$ cat src/rtl/fsf_pkg.sv
package fsf_pkg;

   // word format
   localparam int WORD_W  = 32;
   localparam int FRAC_W  = 24;

   // radius path
   localparam int SUMSQ_W = 2 * WORD_W;
   localparam int R_W     = SUMSQ_W / 2;
   localparam int T_W     = R_W + 1;

   // root of the fold term, radicand t << FRAC_W rounded up to an even width
   localparam int Q_RAD_W = ((T_W + FRAC_W + 1) / 2) * 2;
   localparam int Q_W     = Q_RAD_W / 2;

   // scaled weight and products
   localparam int V_W     = WORD_W - 1;
   localparam int VQ_W    = V_W + Q_W;
   localparam int VMY_W   = V_W + WORD_W;
   localparam int RQ_W    = R_W + Q_W;
   localparam int NUMY_W  = VMY_W + FRAC_W;
   localparam int TXS_W   = VQ_W - FRAC_W;

   // quotient bits kept; anything at or above 2**QUO_W saturates the sum
   localparam int QUO_W   = WORD_W + 2;
   localparam int SUM_W   = QUO_W + 2;

   localparam int OUTQ_DEPTH = 128;

   localparam logic [WORD_W-1:0] SQRT_HALF = 32'hB504_F334;
   localparam logic [V_W-1:0]    V_RESET   = 31'h00B5_04F3;
   localparam logic [R_W-1:0]    ONE_Q     = 32'h0100_0000;
   localparam logic [WORD_W-1:0] WORD_MAX  = 32'h7FFF_FFFF;
   localparam logic [WORD_W-1:0] WORD_MIN  = 32'h8000_0000;

   typedef struct packed {
      logic signed [WORD_W-1:0] new_x;
      logic signed [WORD_W-1:0] new_y;
      logic                     degenerate;
   } result_type;

endpackage

$ cat src/rtl/fsf_sqrt.sv
module fsf_sqrt
   import fsf_pkg::*;
#(
   parameter int RAD_W  = SUMSQ_W,
   parameter int SIDE_W = 1
) (
   input  logic                  clock,
   input  logic                  reset,
   input  logic                  in_valid,
   input  logic [RAD_W-1:0]      in_rad,
   input  logic [SIDE_W-1:0]     in_side,
   output logic                  out_valid,
   output logic [RAD_W/2-1:0]    out_root,
   output logic [SIDE_W-1:0]     out_side
);

   localparam int K     = RAD_W / 2;
   localparam int REM_W = K + 2;

   logic              vld_ff  [K];
   logic [RAD_W-1:0]  rad_ff  [K];
   logic [REM_W-1:0]  rem_ff  [K];
   logic [K-1:0]      root_ff [K];
   logic [SIDE_W-1:0] side_ff [K];

   // one result bit per stage, two radicand bits consumed per stage
   for (genvar s = 0; s < K; s++) begin : g_stage
      logic              p_vld;
      logic [RAD_W-1:0]  p_rad;
      logic [REM_W-1:0]  p_rem;
      logic [K-1:0]      p_root;
      logic [SIDE_W-1:0] p_side;
      logic [REM_W-1:0]  rem_shl;
      logic [REM_W-1:0]  trial;
      logic              fits;

      if (s == 0) begin : g_first
         assign p_vld  = in_valid;
         assign p_rad  = in_rad;
         assign p_rem  = '0;
         assign p_root = '0;
         assign p_side = in_side;
      end else begin : g_next
         assign p_vld  = vld_ff[s-1];
         assign p_rad  = rad_ff[s-1];
         assign p_rem  = rem_ff[s-1];
         assign p_root = root_ff[s-1];
         assign p_side = side_ff[s-1];
      end

      assign rem_shl = {p_rem[REM_W-3:0], p_rad[RAD_W-1 -: 2]};
      assign trial   = {p_root, 2'b01};
      assign fits    = rem_shl >= trial;

      always_ff @(posedge clock) begin
         if (reset) begin
            vld_ff[s] <= 1'b0;
         end else begin
            vld_ff[s] <= p_vld;
         end
         rad_ff[s]  <= p_rad << 2;
         rem_ff[s]  <= fits ? rem_shl - trial : rem_shl;
         root_ff[s] <= {p_root[K-2:0], fits};
         side_ff[s] <= p_side;
      end
   end

   assign out_valid = vld_ff[K-1];
   assign out_root  = root_ff[K-1];
   assign out_side  = side_ff[K-1];

endmodule

$ cat config.mk
export PLATFORM = sky130hd
export DESIGN_NAME = fsf_sqrt
export DESIGN_NICKNAME = d
export VERILOG_FILES = /design/src/rtl/fsf_pkg.sv /design/src/rtl/fsf_sqrt.sv
export SDC_FILE = /design/constraint.sdc
export NUM_CORES = 2
export LEC_CHECK = 0
export ABC_CLOCK_PERIOD_IN_PS = 4550
export BUFFER_PORTS_ARGS = -buffer_cell sky130_fd_sc_hd__buf_2
export CORE_MARGIN = 2
export CORE_UTILIZATION = 40
export CTS_BUF_LIST = sky130_fd_sc_hd__clkbuf_8
export CTS_CLUSTER_SIZE = 12
export DETAILED_ROUTE_END_ITERATION = 10
export GPL_ROUTABILITY_DRIVEN = 0
export PLACE_DENSITY = 0.64
export SETUP_SLACK_MARGIN = 0.1
export SYNTH_ARGS = -nofsm -noshare
export SYNTH_HDL_FRONTEND = slang
export SYNTH_MEMORY_MAX_BITS = 65536
export SYNTH_SLANG_ARGS = --single-unit
$ cat constraint.sdc
create_clock -name clock -period 4.55 [get_ports clock]
set_clock_uncertainty 0.05 [all_clocks]
set_input_delay 0 -clock clock [delete_from_list [all_inputs] [get_ports clock]]
set_output_delay 0 -clock clock [all_outputs]
set_load 0.01 [all_outputs]
### Word level (Yosys, flattened, before mapping)

Memory sizes are Yosys's and may differ from the RTL's.
Cells that the tools add are included.

| cells by class | value |
|---|---|
| add/sub/neg operators | 32 |
| order comparisons | 32 |
| muxes and demuxes | 67 |
| bitwise operators | 32 |

Operators by type and width:

| cell | number |
|---|---|
| $mux 34 | 32 |
| $ge 34x34->1 | 31 |
| $sub 34x34->34 | 31 |
| $mux 1 | 35 |
| $or 1x1->1 | 32 |
| $sub 2x1->3 const B | 1 |
| $ge 2x1->1 const B | 1 |

| word-level totals | value |
|---|---|
| register bits after elaboration | 0 |
| memory bits (writable) | 4160 |
| logic and storage cells | 168 |
| memories kept | 5 |

Memory list:

| name | depth | width | rd ports | clocked after memory_dff | write ports | line | RTL |
|---|---|---|---|---|---|---|---|
| rad_ff | 32 | 62 | 31 | 0 | 32 | fsf_sqrt.sv:21 | `logic [RAD_W-1:0] rad_ff [K];` |
| rem_ff | 32 | 34 | 31 | 0 | 32 | fsf_sqrt.sv:22 | `logic [REM_W-1:0] rem_ff [K];` |
| root_ff | 32 | 32 | 32 | 0 | 32 | fsf_sqrt.sv:23 | `logic [K-1:0] root_ff [K];` |
| side_ff | 32 | 1 | 32 | 0 | 32 | fsf_sqrt.sv:24 | `logic [SIDE_W-1:0] side_ff [K];` |
| vld_ff | 32 | 1 | 32 | 0 | 32 | fsf_sqrt.sv:20 | `logic vld_ff [K];` |

### Depth between registers and ports, before layout

| logic depth | value |
|---|---|
| depth in word-level cells | 3 |
| mapped depth | 15 |
| depth with buffers taken out | 14 |

### Least setup slack after synthesis

OpenSTA, ideal clock, no wires.

| timing path | value |
|---|---|
| path kind | flip-flop to flip-flop |
| start point | mem root_ff[11][0] in the netlist's numbering |
| end point | mem rem_ff[2][257] in the netlist's numbering |
| setup time | 74 ps |
| arrival time | 3616 ps |
| required time | 4426 ps |
| path slack | 809 ps |
| cell stages (with the launch flop) | 15 |
| clock period less this slack | 3741 ps |
| cell sequence | dfxtp_1 > inv_1 > ha_1 > nor2b_1 > o21ai_0 > a21oi_1 > a2111oi_1 > a31oi_1 > a41oi_1 > o21ai_0 > a211oi_1 > buf_2 > buf_1 > nand2_1 > o21ai_0 |

RTL lines:

| item | line |
|---|---|
| start: declaration | fsf_sqrt.sv:23 |
| end: declaration | fsf_sqrt.sv:22 |

==> out/metrics.yaml <==
setup_path:
  cp_max_fo: 57
  r2r_cells: 12
  r2r-end: "rem_ff[3][109]$_DFF_P_"
  path_class: "flop to flop"
  crit_path_start_kind: "flop"
  rrSetupSlack_ps: 490
  crit_arrival_ps: 4920
  reg2reg_from: "root_ff[13][0]$_DFF_P_"
  cp-end-kind: "flop"
  required_ps: 5400
place:
  preCtsSetupSlack_ps: 578.5
  hpwlAfterDp_mm: 135.2
  io_buffers: 101
  dpl-instance-area_sq_um: 94490
finish:
  seqCellArea_sq_um: 50630
  fillCellCount: 20600
  layout.nets: 10000
  drive_gt1_share_pct: 9.805
  fin_area_sq_um: 105400
  syn2layout_area_growth_pct: 16.53
  multi_input_area_sq_um: 36590
  finish.utilization_pct: 46.87
yosys:
  synthDominantCellAreaShare_pct: 55.97
  avgSynthCellArea_sq_um: 10.31
  async_flop_share_pct: 0
  synthesis.nets: 9404
  ys.flop_type: "dfxtp_1"
  yosysSeqAreaShare_pct: 55.97
  yosysMostFrequentCell: "dfxtp_1"
  yosysUniqueCellTypes: 82
  synth_commonest_cells: "dfxtp_1, inv_1, nand2_1, ha_1, a21oi_1"
  yosys_warnings: 0
  synth_edf_count: 0
  synth.largest_area_cell: "dfxtp_1"
  yosys-top-cells-area: "dfxtp_1, ha_1, xnor2_1"
  syn_area_sq_um: 90450
  ys_ff_latch: 2529
  synthCells: 8775
detailed_routing:
  num_vias: 62180
  wirelength_met1_mm: 81.38
  detail-route-antenna-nets: 0
  met3_length_mm: 8.309
  wl_per_cell_um: 14.52
  finalWirelength_mm: 184.2
  drc: 0
  routed-wl-met2_mm: 86.59
  dr.first_iter.drc_count: 3492
  drt-pass1-iter-count: 5
  vias_per_cell: 4.902
  highest_layer: "met5"
flow_run:
  maxCapViolCount: 0
floorplan:
  die_width_um: 479.5
  coreArea_sq_um: 224900
  rows: 174
  die_y_um: 479.5
  die_area_sq_um: 229900
  io_pins: 102
  initial_utilization_pct: 40.22
timing:
  period_needed_ps: 4063
  fmax_mhz: 246.1
  rsz0062_at_grt: "false"
  relSlewSlack_pct: 32.77
  hold_viol: 0
  holdWs_ps: 113.3
  fin_ws_ps: 486.7
  fin_setup_tns_ps: 0
  worstMarginPinSlew_ps: 1001
  setup_viol: 0
  finalCritPeriodShare_pct: 89.30
  slew_violations: 0
clock_tree:
  clkLatencyLatePin_ps: 1100
  root_buffer: "clkbuf_8"
  htree_levels: 5
  numCtsBuffers: 419
  clk_pin_slew_ps: 60
  clockBufferDepth: 4
  cts_sinks: 2529
  tritoncts: "yes"
global_routing:
  grt_pass1_wl_mm: 301.2
  antenna_found_initial: 5
  grt_max_degree: 58
  grt_pass1_vias: 61610
  grtUsageTotal_pct: 15.71
  overflow: 0
hold_path:
  holdPathEnd: "rad_ff[0][25]$_DFF_P_"
  min_from: "in_rad[25]"
  hp-class: "input pin to flop"
  hold_depth: 3
status:
  outcome: "completed"
power:
  power_density_nw_per_um2: 556.5
  p_leak_nw: 50.00
  vdd_drop_max_mv: 0.3275
## per-stage QoR
stage	power, mW	std cells
finish	58.66	12690
global route	62.05	12680
floorplan	35.47	8775
global placement	38.05	11750
CTS	59.46	12680
detailed placement	38.33	11750
## layout by cell type (no fill, tap or decap), types with 151 or more instances in the layout
master         count
nand2_1          563
nor3_1           201
dfxtp_1         2529
nor2_1           520
xor2_1           372
clkbuf_8         534
nand3_1          151
a21oi_1          543
inv_1            821
a21o_1           234
xnor2_1          422
ha_1             561
o21ai_0          461
dlygate4sd3_1    195
## worst max-delay path, cell delays in order (launching register included)
cell and delay (ps):
dfxtp_1 330, inv_1 50, ha_1 310, nor2b_1 160, o2111ai_1 210, a31oi_1 140
o31ai_1 540, o211ai_1 290, a211oi_1 580, o21ai_0 340, a211oi_4 270, buf_12 270
mux2_2 360
## where the power goes
group	internal (mW)	total, mW	switching, mW	leakage (nW)
sequential	25.8	28.4	2.64	21.2
clock	11.9	20.6	8.64	5.05
combinational	4.46	9.66	5.20	23.8
total	42.2	58.7	16.5	50.0
## registers in the layout (all words and copies together), names as in the netlist
signal   flops
side_ff     32
root_ff    528
rad_ff     992
rem_ff     945
vld_ff      32
## cell type report
type                       instances  share of cell area (%)
sequential                      2529                   48.03
antenna                            4                0.009496
inverter                         713                   2.539
clock buffer                     534                   6.973
tap                             2992                   3.552
clock inverter                   205                   1.522
multi-input combinational       5369                   34.71
timing repair buffer             339                   2.661
## logic make-up after synthesis
kind of cell    share of synthesized area, %
mux                                    1.356
other cells                         0.004146
fa+ha+maj                              7.760
flops                                  55.97
buf+inv                                3.653
xor+xnor                               7.688
simple gates                           11.83
compound gates                         11.74
## worst max-delay path by stage
stage	startpoint	endpoint	slack, ps	cells past startpoint
2_1_floorplan	root_ff[11][0]$_DFF_P_	rem_ff[2][257]$_DFF_P_	810	14
3_3_place_gp	rem_ff[0][121]$_DFF_P_	rem_ff[0][150]$_DFF_P_	560	11
3_5_place_dp	rem_ff[0][121]$_DFF_P_	rem_ff[0][148]$_DFF_P_	580	11
4_1_cts	rem_ff[0][121]$_DFF_P_	rem_ff[0][148]$_DFF_P_	550	11
5_1_grt	root_ff[13][0]$_DFF_P_	rem_ff[3][109]$_DFF_P_	240	12
6_report	root_ff[13][0]$_DFF_P_	rem_ff[3][109]$_DFF_P_	490	12
## metal layers
| layer | track usage (%) | up-vias |
|---|---|---|
| li1 | - | 31150 |
| met5 | 0 | - |
| met1 | 19.01 | 28960 |
| met3 | 2.849 | 558 |
| met2 | 26.80 | 1514 |
| met4 | 7.729 | 2 |
## what timing repair did
action	4_1_cts	5_1_grt
endpoints found under the setup margin	0	0
setup buffers	0	0
endpoints found under the hold margin	98	0
gates resized for setup	0	0
hold buffers	195	0
Power figures use the tool's default switching activity.
